File: src/rtl/core/svb_pkg.sv
`timescale 1ns / 1ps
// ----------------------------------------------------------------------------
// svb_pkg
// shared types and constants of the skinned vertex blend unit
// ----------------------------------------------------------------------------
package svb_pkg;

  localparam int NUM_BONES   = 64;
  localparam int FRAC_BITS   = 16;
  localparam int WEIGHT_FRAC = 15;

  localparam int SLOT_W    = 7;
  localparam int ELEM_W    = 4;
  localparam int DATA_W    = 32;
  localparam int WEIGHT_W  = 16;
  localparam int ACC_W     = 48;
  localparam int PROD_W    = 2 * DATA_W;
  localparam int R_W       = PROD_W - FRAC_BITS + 3;
  localparam int DIV_SH    = 31 - FRAC_BITS;
  localparam int DIV_STEPS = 31;

  localparam int SLOT_BASE = NUM_BONES;
  localparam int SLOT_INV  = NUM_BONES + 1;
  localparam int MEM_DEPTH = (SLOT_INV + 1) * 16;
  localparam int ADDR_W    = $clog2(MEM_DEPTH);

  localparam int MAC_LAST = 16 + 1;
  localparam int WT_LAST  = 3;
  localparam int CNT_W    = 5;

  localparam logic [1:0] STEP_BASE = 2'd0;
  localparam logic [1:0] STEP_BONE = 2'd1;
  localparam logic [1:0] STEP_INV  = 2'd2;

  localparam logic FUNC_LOAD      = 1'b0;
  localparam logic FUNC_INFLUENCE = 1'b1;

  typedef enum logic [2:0] {
    ST_IDLE,
    ST_MAC,
    ST_DIV_INIT,
    ST_DIV,
    ST_DIV_FIN,
    ST_WEIGHT,
    ST_FINISH
  } state_e;

  typedef struct packed {
    logic              capture;
    logic              mem_we;
    logic              rd_en;
    logic [ELEM_W-1:0] rd_elem;
    logic [1:0]        step;
    logic              div_init;
    logic              div_step;
    logic              div_fin;
    logic              wt_en;
    logic [1:0]        wt_idx;
    logic              emit;
  } cmd_t;

  typedef struct packed {
    logic bone_ok;
    logic last;
    logic w_zero;
  } status_t;

endpackage

File: src/rtl/core/svb_controller.sv
`timescale 1ns / 1ps
// ----------------------------------------------------------------------------
// svb_controller
// sequencer: matrix loads, matrix steps, divides, weighting and result emission
// ----------------------------------------------------------------------------
module svb_controller (
  input  logic             clk_i,
  input  logic             rst_ni,
  input  logic             start,
  input  logic             func_i,
  input  svb_pkg::status_t status_i,
  output svb_pkg::cmd_t    cmd_o,
  output logic             busy
);

  svb_pkg::state_e              state_q, state_d;
  logic [svb_pkg::CNT_W-1:0]    cnt_q, cnt_d;
  logic [1:0]                   step_q, step_d;
  logic                         accept;

  assign busy   = (state_q != svb_pkg::ST_IDLE);
  assign accept = start && !busy;

  always_ff @(posedge clk_i or negedge rst_ni) begin
    if (!rst_ni) begin
      state_q <= svb_pkg::ST_IDLE;
      cnt_q   <= '0;
      step_q  <= svb_pkg::STEP_BASE;
    end else begin
      state_q <= state_d;
      cnt_q   <= cnt_d;
      step_q  <= step_d;
    end
  end

  always_comb begin
    logic step_done;
    state_d   = state_q;
    cnt_d     = cnt_q;
    step_d    = step_q;
    step_done = 1'b0;
    case (state_q)
      svb_pkg::ST_IDLE: begin
        if (accept && func_i == svb_pkg::FUNC_INFLUENCE) begin
          cnt_d   = '0;
          step_d  = svb_pkg::STEP_BASE;
          state_d = status_i.bone_ok ? svb_pkg::ST_MAC : svb_pkg::ST_FINISH;
        end
      end
      svb_pkg::ST_MAC: begin
        cnt_d = cnt_q + 1'b1;
        if (cnt_q == svb_pkg::CNT_W'(svb_pkg::MAC_LAST)) begin
          cnt_d   = '0;
          state_d = svb_pkg::ST_DIV_INIT;
        end
      end
      svb_pkg::ST_DIV_INIT: begin
        cnt_d = '0;
        if (status_i.w_zero) begin
          step_done = 1'b1;
        end else begin
          state_d = svb_pkg::ST_DIV;
        end
      end
      svb_pkg::ST_DIV: begin
        cnt_d = cnt_q + 1'b1;
        if (cnt_q == svb_pkg::CNT_W'(svb_pkg::DIV_STEPS - 1)) begin
          cnt_d   = '0;
          state_d = svb_pkg::ST_DIV_FIN;
        end
      end
      svb_pkg::ST_DIV_FIN: begin
        step_done = 1'b1;
      end
      svb_pkg::ST_WEIGHT: begin
        cnt_d = cnt_q + 1'b1;
        if (cnt_q == svb_pkg::CNT_W'(svb_pkg::WT_LAST)) begin
          cnt_d   = '0;
          state_d = svb_pkg::ST_FINISH;
        end
      end
      svb_pkg::ST_FINISH: begin
        state_d = svb_pkg::ST_IDLE;
      end
      default: begin
        state_d = svb_pkg::ST_IDLE;
      end
    endcase
    if (step_done) begin
      cnt_d = '0;
      if (step_q == svb_pkg::STEP_INV) begin
        state_d = svb_pkg::ST_WEIGHT;
      end else begin
        step_d  = step_q + 1'b1;
        state_d = svb_pkg::ST_MAC;
      end
    end
  end

  always_comb begin
    cmd_o      = '0;
    cmd_o.step = step_q;
    case (state_q)
      svb_pkg::ST_IDLE: begin
        cmd_o.capture = accept && func_i == svb_pkg::FUNC_INFLUENCE;
        cmd_o.mem_we  = accept && func_i == svb_pkg::FUNC_LOAD;
      end
      svb_pkg::ST_MAC: begin
        cmd_o.rd_en   = (cnt_q < svb_pkg::CNT_W'(16));
        cmd_o.rd_elem = cnt_q[svb_pkg::ELEM_W-1:0];
      end
      svb_pkg::ST_DIV_INIT: begin
        cmd_o.div_init = 1'b1;
      end
      svb_pkg::ST_DIV: begin
        cmd_o.div_step = 1'b1;
      end
      svb_pkg::ST_DIV_FIN: begin
        cmd_o.div_fin = 1'b1;
      end
      svb_pkg::ST_WEIGHT: begin
        cmd_o.wt_en  = (cnt_q < svb_pkg::CNT_W'(svb_pkg::WT_LAST));
        cmd_o.wt_idx = cnt_q[1:0];
      end
      svb_pkg::ST_FINISH: begin
        cmd_o.emit = status_i.last;
      end
      default: begin
        cmd_o.step = step_q;
      end
    endcase
  end

endmodule

File: config.mk
export PLATFORM = sky130hd
export DESIGN_NAME = svb_controller
export DESIGN_NICKNAME = d
export VERILOG_FILES = /design/src/rtl/core/svb_pkg.sv /design/src/rtl/core/svb_controller.sv
export SDC_FILE = /design/constraint.sdc
export NUM_CORES = 1
export LEC_CHECK = 0
export BUFFER_PORTS_ARGS = -buffer_cell sky130_fd_sc_hd__buf_2
export CAP_MARGIN = 10
export CORE_MARGIN = 8
export CORE_UTILIZATION = 45
export CTS_CLUSTER_DIAMETER = 50
export CTS_CLUSTER_SIZE = 8
export DETAILED_ROUTE_END_ITERATION = 10
export PLACE_DENSITY = 0.69
export SLEW_MARGIN = 20
export SYNTH_ARGS = -nofsm -noshare
export SYNTH_HDL_FRONTEND = slang
export SYNTH_SLANG_ARGS = --single-unit
export TNS_END_PERCENT = 30
File: constraint.sdc
create_clock -name clk_i -period 2.35 [get_ports clk_i]
set_input_delay 0 -clock clk_i [delete_from_list [all_inputs] [get_ports clk_i]]
set_output_delay 0 -clock clk_i [all_outputs]
set_load 0.01 [all_outputs]
[Yosys cells after proc, flatten, opt, wreduce, memory -nomap -nowiden]
Index checks and enable logic that the tools add are counted.
Widths: inputs -> output; s select.
Storage, ports and cells
  logic and storage cells: 61
  register bits: 10
  output and inout bits: 17
Cells by class
  magnitude comparators: 2
  bitwise operators: 1
  mux-type cells: 28
  reduce and logical (&&, ||, !) cells: 9
  $add $sub $neg: 2
  equal/unequal tests: 16
Operators with widths (number)
  $mux 5: 6
  $mux 3: 9
  $pmux 5 s5: 1
  $pmux 3 s6: 1
  $ne 3x3->1 const B: 5
  $eq 5x5->1 const B: 2
  $mux 2: 5
  $eq 3x3->1 const B: 3
  $eq 3x2->1 const B: 2
  $reduce_and 6->1: 1
  $reduce_bool 6->1: 1
  $add 5x1->5 const B: 1
  $eq 5x2->1 const B: 1
  $lt 5x2->1 const B: 1
  $lt 5x5->1 const B: 1
  $mux 1: 5
  $eq 3x1->1 const B: 1
  $logic_and 1x1->1: 3
  $logic_not 3->1: 1
  $reduce_bool 3->1: 1
  $add 2x1->2 const B: 1
  $eq 2x2->1 const B: 1
  $ne 2x2->1 const B: 1
  $pmux 1 s2: 1
  other kinds (3): 3

[Longest topological paths before layout]
Gate-level depths: netlist (run 1).
  depth in word-level cells: 8
  depth in mapped cells: 6
  gate-level depth less buffers: 6

[Worst setup path before layout (run 1)]
Ideal clock, no wire load.
  kind: register to register
  from: register cnt_q[0] in the netlist's numbering
  to: register cnt_q[3] in the netlist's numbering
  buffers on the path: 0
  arrival: 1446 ps
  cell stages (with the launch flop): 6
  library setup time: 126 ps
  data required time: 2224 ps
  clock period less this slack: 1572 ps
  setup slack: 778 ps
  path through: dfrtp_1 ha_1 or4b_4 nand3_2 and3_2 o21ai_0
On the way
  cells in the longest elaborated chain, start to end: 4
RTL lines
  from (decl): RTL line svb_controller.sv:17  | logic [svb_pkg::CNT_W-1:0] cnt_q, cnt_d;
  from (signal assigned): RTL line svb_controller.sv:31  | cnt_q <= cnt_d;
  $add 5x1->5, or another cell as far along: RTL line svb_controller.sv:51, svb_controller.sv:66, svb_controller.sv:76
  $mux 5, on equally long branches: RTL line svb_controller.sv:77, svb_controller.sv:52, svb_controller.sv:67
  $pmux 5 s5 *: RTL line svb_controller.sv:42  | case (state_q)
  $mux 5 *: RTL line svb_controller.sv:89  | if (step_done) begin
Mark *: on every way between the ends. The rest lies on a longest branch, timed or not.
A chain may end at the register's enable or synchronous reset.

[Worst setup path after layout (run 1)]
  from: register state_q[2]
  to: register cnt_q[4] in the netlist's numbering
On the way
  cells in the longest elaborated chain, start to end: 6
RTL lines
  from (decl): RTL line svb_controller.sv:16  | svb_pkg::state_e state_q, state_d;
  from (signal assigned): RTL line svb_controller.sv:26  | state_q <= svb_pkg::ST_IDLE;
  from (signal assigned): RTL line svb_controller.sv:30  | state_q <= state_d;
  branches (longest 6 deep; another with $reduce_bool 6->1)
Parallel ways; which one is timed is not known.

==> results of run 1 <==
## stage by stage
stage	hold slack, ns	instances	total power (W)
after floorplan	-0.296	95	0.000827
after global placement	-0.131	137	0.000962
after detailed placement	-0.131	137	0.000984
after CTS	0.0867	142	0.00114
after global routing	0.0926	142	0.00124
final	0.0917	142	0.00113
## flip-flops by register name, summed over array words and instances (netlist names), named ones only
name / flops
state_q: 3
cnt_q: 5
step_q: 1
## placed cells by master, fill, tap and decap left out, types with 2 or more instances in the layout
master | netlist | routed
and3_1 | 4 | 4
nand4bb_1 | 2 | 2
nand2b_1 | 2 | 2
ha_1 | 3 | 3
nand2_1 | 10 | 10
nor3_1 | 2 | 2
inv_1 | 3 | 3
o31ai_1 | 3 | 3
buf_2 | 2 | 23
nand3_1 | 3 | 3
nor2_1 | 7 | 7
or3_1 | 2 | 2
clkbuf_4 | 0 | 3
o21ai_0 | 5 | 5
nor3b_1 | 2 | 2
nand3_2 | 2 | 2
and3_2 | 2 | 2
a21oi_1 | 7 | 7
dfrtp_1 | 10 | 10
## per-layer routing
layer	up-vias	part of all wire [%]
met2	20	49
met1	379	45
li1	394	-
met5	-	0
met3	0	5.5
met4	0	0
## cells in the mapped netlist (2+ instances only)
cell	number
dfrtp_1	10
nand2_1	10
a21oi_1	7
nor2_1	7
o21ai_0	5
and3_1	4
ha_1	3
inv_1	3
nand3_1	3
o31ai_1	3
and3_2	2
buf_2	2
buf_6	2
nand2b_1	2
nand3_2	2
nand4bb_1	2
nor3_1	2
nor3b_1	2
or3_1	2
## where the power goes
part	total (W)	internal, W	switching (W)	leakage (nW)
clock	0.000149	0.0000939	0.0000550	0.0210
combinational	0.000582	0.000262	0.000320	0.326
sequential	0.000401	0.000233	0.000168	0.130
## critical path, delay by kind of cell, from the launching register on
family | cells | cell delay [ns]
flip-flops | 1 | 0.59
AO/OA/AOI/OAI | 3 | 0.90
AND/OR/NAND/NOR | 1 | 0.25
## how the worst min path moves through the flow
| stage | endpoint | slack [ns] | cells past startpoint |
|---|---|---|---|
| final | state_q[0] | 0.09 | 3 |
| after floorplan | asynchronous set/reset pin | -0.30 | 0 |
| after CTS | state_q[0] | 0.09 | 3 |
| after detailed placement | cnt_q[1] | -0.13 | 1 |
| after global routing | state_q[0] | 0.09 | 3 |
| after global placement | cnt_q[1] | -0.13 | 1 |
## timing repair
| action | CTS | global route |
|---|---|---|
| hold buffers | 1 | 0 |
| setup buffers | 0 | 0 |
| hold endpoints to repair | 10 | 0 |
| gates resized for setup | 0 | 0 |
## cells by family (layout without fill, tap and decap cells)
family,after synthesis,after routing,synth area share (%)
fa+ha+maj,3,3,4.55
mux,1,1,1.21
flops,10,10,30.3
buf+inv,9,31,6.68
simple gates,48,48,35.5
compound gates,24,24,21.7
## cell type report
type                       count  area (µm²)
fill                         173         753
multi-input combinational     76         519
sequential                    10         250
timing repair buffer          24         125
clock buffer                   4        36.3
tap                           25        31.3
inverter                       3        11.3
==> metrics.csv, run 1 <==
metric;value;unit
status;finished clean;
finalNetCount;128;
yosys.area.top_type;dfrtp_1;
grt_max_degree;19;
rsz0062_at_grt;false;
grt-ovfl-total;0;
drt_wl_total;2030;µm
final-max-slew-violation-count;0;
drc;0;
avgSynthCellArea;8.68;µm²
drtPass1Iterations;4;
reg2reg_to;cnt_q[4];
worstMarginPinSlew;0.562;ns
cts_tree;done;
post_drt_wl_per_cell;14.3;µm
vias;793;
place_hpwl;1540;µm
r2r_slack;0.49;ns
groute.usage.overall;12.1;%
worstPathArrival;2.00;ns
worstPathMaxFanout;18;
num_io_pins;24;
grt_first_pass_wirelength;3360;µm
crit_path_max_incr_delay;0.59;ns
cellPowerDensity;1160;nW/µm²
yosysWarningCount;0;
worstPathRequired;2.49;ns
cp-endpoint;cnt_q[4];
syn-instance-count;95;
cts_buffers;3;
antenna_found_initial;0;
rr_startpoint;state_q[2];
synth_area;825;µm²
crit_chain;a2111oi_4, or2b_2, a2111oi_1, a211o_1;
rows;15;
crit_path_top_delay_cell;dfrtp_1;
ys_seq_area_share;30.3;%
grt-busiest-layer;met2;
synth-main-ff-cell;dfrtp_1;
setup-tns-final;0;ns
clock_skew;0.00684;ns
synth_edf_count;0;
grtUsageMet3;5.00;%
worstHoldStart;status_i[2];
syn_nets;105;
ant_nets;0;
place_congestion;0.778;
met1_usage;14.3;%
syn_to_final_growth;18.1;%
cap_violations;0;
synth_area_leaders;dfrtp_1 30%, ha_1 4.6%, nand2_1 4.6%, a21oi_1 4.2%, a2111oi_4 3.3%;
finalSetupViolations;0;
setup_ws;0.495;ns
clock_sinks;10;
crit_start;state_q[2];
start_kind;register;
crit_path_end_kind;register;
hold_class;in2reg;
rr_worst_depth;4;
first_global_vias;758;
dpl_worst_slack;0.540;ns
placed_area;927;µm²
die_area;3460;µm²
port_buffers;23;
period_needed;1.86;ns
post_drt_via_cell_ratio;5.58;
die_h;58.8;µm
cts-root-buf;clkbuf_4;
cts_buffer_depth;2;
synthDistinctLibCells;41;
period_share;79.0;%
crit_type;reg2reg;
irDropWorstVdd;836;µV
final_util;56.4;%
path_clk_slew;0.07;ns
async_flop_share;100;%
slew_headroom;62.6;%
start_util;47.8;%
final_cell_area;973;µm²
gr-usage-met2;19.8;%
p_leak;0.477;nW
synth_top_area_share;30.3;%
dr.first_iter.drc_count;13;
coreArea;1730;µm²
layout-drive-gt1-share;30.8;%
ys_seq_elements;10;
hold_viol_final;0;
max_freq;0.539;GHz
die_w;58.8;µm
insertion_delay;0.26;ns
h-tree-depth;1;
insertedDiodeCount;0;
Power figures use the tool's default switching activity.
==> inputs of run 2 (changes only) <==
--- a/config.mk
+++ b/config.mk
@@ -5,6 +5,7 @@
 export SDC_FILE = /design/constraint.sdc
 export NUM_CORES = 1
 export LEC_CHECK = 0
+export ABC_AREA = 1
 export BUFFER_PORTS_ARGS = -buffer_cell sky130_fd_sc_hd__buf_2
 export CAP_MARGIN = 10
 export CORE_MARGIN = 8
@@ -12,7 +13,7 @@
 export CTS_CLUSTER_DIAMETER = 50
 export CTS_CLUSTER_SIZE = 8
 export DETAILED_ROUTE_END_ITERATION = 10
-export PLACE_DENSITY = 0.69
+export PLACE_DENSITY = 0.71
 export SLEW_MARGIN = 20
 export SYNTH_ARGS = -nofsm -noshare
 export SYNTH_HDL_FRONTEND = slang
==> constraint.sdc (replaced) <==
create_clock -name clk_i -period 1.7 [get_ports clk_i]
set_input_delay 0 -clock clk_i [delete_from_list [all_inputs] [get_ports clk_i]]
set_output_delay 0 -clock clk_i [all_outputs]
set_load 0.01 [all_outputs]
==> run 2 against run 1 <==
Effect of this change:
- critical path depth is 2 higher
- highest routed layer is now met4
- area after synthesis increased by 1.2%
- critical path type is now reg2out
- die area increased by 0.89%
- critical endpoint is now cmd_o[12]
- power up 32%
- sequential cell count unchanged
- global-route usage increased by 1.1 points
- sequential power is 12% higher
==> metrics.csv, run 2 <==
metric;value;unit;change
yosysMostFrequentCell;nand2_1;;
synth_edf_count;0;;unchanged
start_util;47.8;%;+0.060 points
groute.usage.overall;13.2;%;+1.1 points
finalNetCount;171;;+34%
layout_top_registers;cnt_q: 5 flops, state_q: 3 flops, step_q: 1 flops;;
die_h;59.1;µm;+0.44%
start_kind;register;;
post_cts_buffers;0;;unchanged
crit_type;reg2out;;
reg2reg_to;state_q[2];;
ys_seq_elements;10;;unchanged
max_freq;0.658;GHz;
crit_path_top_delay_cell;dfrtp_1;;
h-tree-depth;1;;unchanged
largest-register;cnt_q;;
cts-root-buf;clkbuf_4;;
multi_input_area;489;µm²;-5.8%
cts_hold_buf;1;;unchanged
rsz0062_at_grt;false;;
clock_skew;0.00401;ns;-0.00283 ns
yosysWarningCount;0;;unchanged
path_common_cell;inv_1;;
period_needed;1.52;ns;
post_drt_via_cell_ratio;5.02;;-10%
insertedDiodeCount;0;;unchanged
place_congestion;0.835;;+7.4%
vias;923;;+16%
period_share;89.4;%;
synthDistinctLibCells;21;;-49%
first_global_vias;848;;+12%
grt_first_pass_wirelength;3730;µm;+11%
crit_path_end_kind;output port;;
slew_headroom;78.9;%;+16 points
cts.repair.resized;0;;unchanged
synth-main-ff-cell;dfrtp_1;;
die_w;59.1;µm;+0.44%
ys_seq_area_share;30.0;%;-0.36 points
dr.first_iter.drc_count;15;;+2
ant_nets;0;;unchanged
synth_area_leaders;dfrtp_1 30%, nand2_1 16%, nor2_1 9.0%, inv_1 8.5%, nand3_1 8.4%;;
async_flop_share;100;%;unchanged
insertion_delay;0.26;ns;about the same
p_leak;0.593;nW;+24%
synth_top_area_share;30.0;%;-0.36 points
mostFrequentLayoutCell;nand2_1;;
cp_top_family;flip-flops;;
final-max-slew-violation-count;0;;unchanged
port_buffers;23;;unchanged
setup-tns-final;0;ns;unchanged
num_io_pins;24;;unchanged
worstMarginPinSlew;0.316;ns;-0.246 ns
worstPathArrival;1.52;ns;-0.48 ns
worstHoldStart;status_i[0];;
avgSynthCellArea;6.27;µm²;-28%
path_clk_slew;0.06;ns;about the same
cap_violations;0;;unchanged
syn-instance-count;133;;+40%
final_cell_area;1010;µm²;+3.6%
largest_register_ffs;5;;unchanged
drt_wl_total;2100;µm;+3.4%
hold_class;in2reg;;
rows;15;;unchanged
drtPass1Iterations;4;;unchanged
place_hpwl;1740;µm;+13%
placed_area;976;µm²;+5.3%
syn_to_final_growth;20.8;%;
finalSetupViolations;0;;unchanged
rr_worst_depth;10;;+6
rr_startpoint;cnt_q[0];;
irDropWorstVdd;693;µV;-17%
cellPowerDensity;1480;nW/µm²;+27%
cts_buffer_depth;2;;unchanged
seqCellArea;250;µm²;unchanged
grt_max_degree;11;;-8
cts_tree;done;;
synth_area;835;µm²;+1.2%
worstPathMaxFanout;6;;-12
clock_sinks;10;;unchanged
crit_path_max_incr_delay;0.45;ns;-0.14 ns
coreArea;1750;µm²;+1.1%
status;finished clean;;
r2r_slack;0.24;ns;-0.25 ns
die_area;3490;µm²;+0.89%
drc;0;;unchanged
syn_nets;143;;+36%
post_drt_wl_per_cell;11.4;µm;-20%
grt-ovfl-total;0;;unchanged
yosys.area.top_type;dfrtp_1;;
worstPathRequired;1.70;ns;-0.79 ns
critPathBufInv;3;;+3
hold_viol_final;0;;unchanged
antenna_found_initial;0;;unchanged
fillers;193;;+12%
cts_buffers;3;;unchanged
hold_depth;4;;+1
most-common-layout-cells;36 x nand2_1, 23 x buf_2, 20 x nor2_1, 19 x inv_1, 14 x nand3_1;;
crit_chain;inv_1, nand2_2, nor2_2, inv_1, nor2_1, buf_2;;
layout-drive-gt1-share;27.0;%;-3.7 points
yosys-top-cells-count;36 x nand2_1, 20 x nor2_1, 19 x inv_1;;
run 2: cell types whose count changed in the layout (fill, tap and decap cells not counted), moves of 5 or more:
cell and change:
nand2_1 +26, nor2_1 +13, nand3_1 +11, nand4_1 +5, inv_1 +16, a21oi_1 -6
run 2: metrics by stage:
step | cells | power [W] | util (%) | setup slack, ns | hold slack, ns
floorplan | 133 | 0.00108 | - | 0.410 | -0.296
global placement | 180 | 0.00132 | 55.9 | 0.347 | -0.134
detailed placement | 180 | 0.00134 | 55.9 | 0.255 | -0.130
CTS | 184 | 0.00150 | 57.8 | 0.187 | 0.0515
global route | 184 | 0.00166 | 57.8 | 0.0454 | 0.0586
finish | 184 | 0.00149 | 57.8 | 0.179 | 0.0471
run 2: worst max path at each step:
| stage | start | to | slack, ns | depth (start not counted) |
|---|---|---|---|---|
| floorplan | cnt_q[0] | state_q[2] | 0.41 | 10 |
| global placement | cnt_q[0] | state_q[1] | 0.35 | 10 |
| detailed placement | cnt_q[0] | state_q[2] | 0.26 | 10 |
| CTS | state_q[1] | cmd_o[10] | 0.19 | 6 |
| global route | state_q[1] | cmd_o[9] | 0.05 | 6 |
| finish | state_q[1] | cmd_o[12] | 0.18 | 6 |
run 2: routing by layer:
metal / global-route usage, % / routed length (µm) / vias to the layer above / part of all wire [%]
met5: 0 / 0 / - / 0
met4: 1.71 / 4 / 0 / 0.19
met3: 4.56 / 107 / 2 / 5.1
met2: 22.4 / 1060 / 27 / 50
met1: 16.0 / 935 / 427 / 44
li1: - / - / 467 / -
run 2: final cells by class:
cell class                 instances  area share [%]
clock buffer                       3            2.23
sequential                        10            24.8
tap                               25            3.10
timing repair buffer              24            12.4
multi-input combinational         98            48.5
inverter                          24            8.93
run 2: kinds of logic (layout without fill, tap and decap cells):
group,after synthesis,count (layout),synth area share [%]
buf+inv,25,51,11.4
simple gates,87,87,47.1
compound gates,7,7,6.00
flops,10,10,30.0
fa+ha+maj,3,3,4.50
xor+xnor,1,1,1.05
run 2: worst reg2reg max path: cells and delay by family (launching register included):
| kind | cells | cell delay [ns] |
|---|---|---|
| buf+inv | 2 | 0.15 |
| simple gates | 7 | 0.53 |
| fa+ha+maj | 1 | 0.21 |
| flops | 1 | 0.46 |
run 2: report_power, final:
part / internal (W) / leakage [nW] / switching, W
clock network: 0.0000815 / 0.0138 / 0.0000748
logic: 0.000314 / 0.449 / 0.000576
registers: 0.000319 / 0.131 / 0.000130
total: 0.000714 / 0.593 / 0.000781
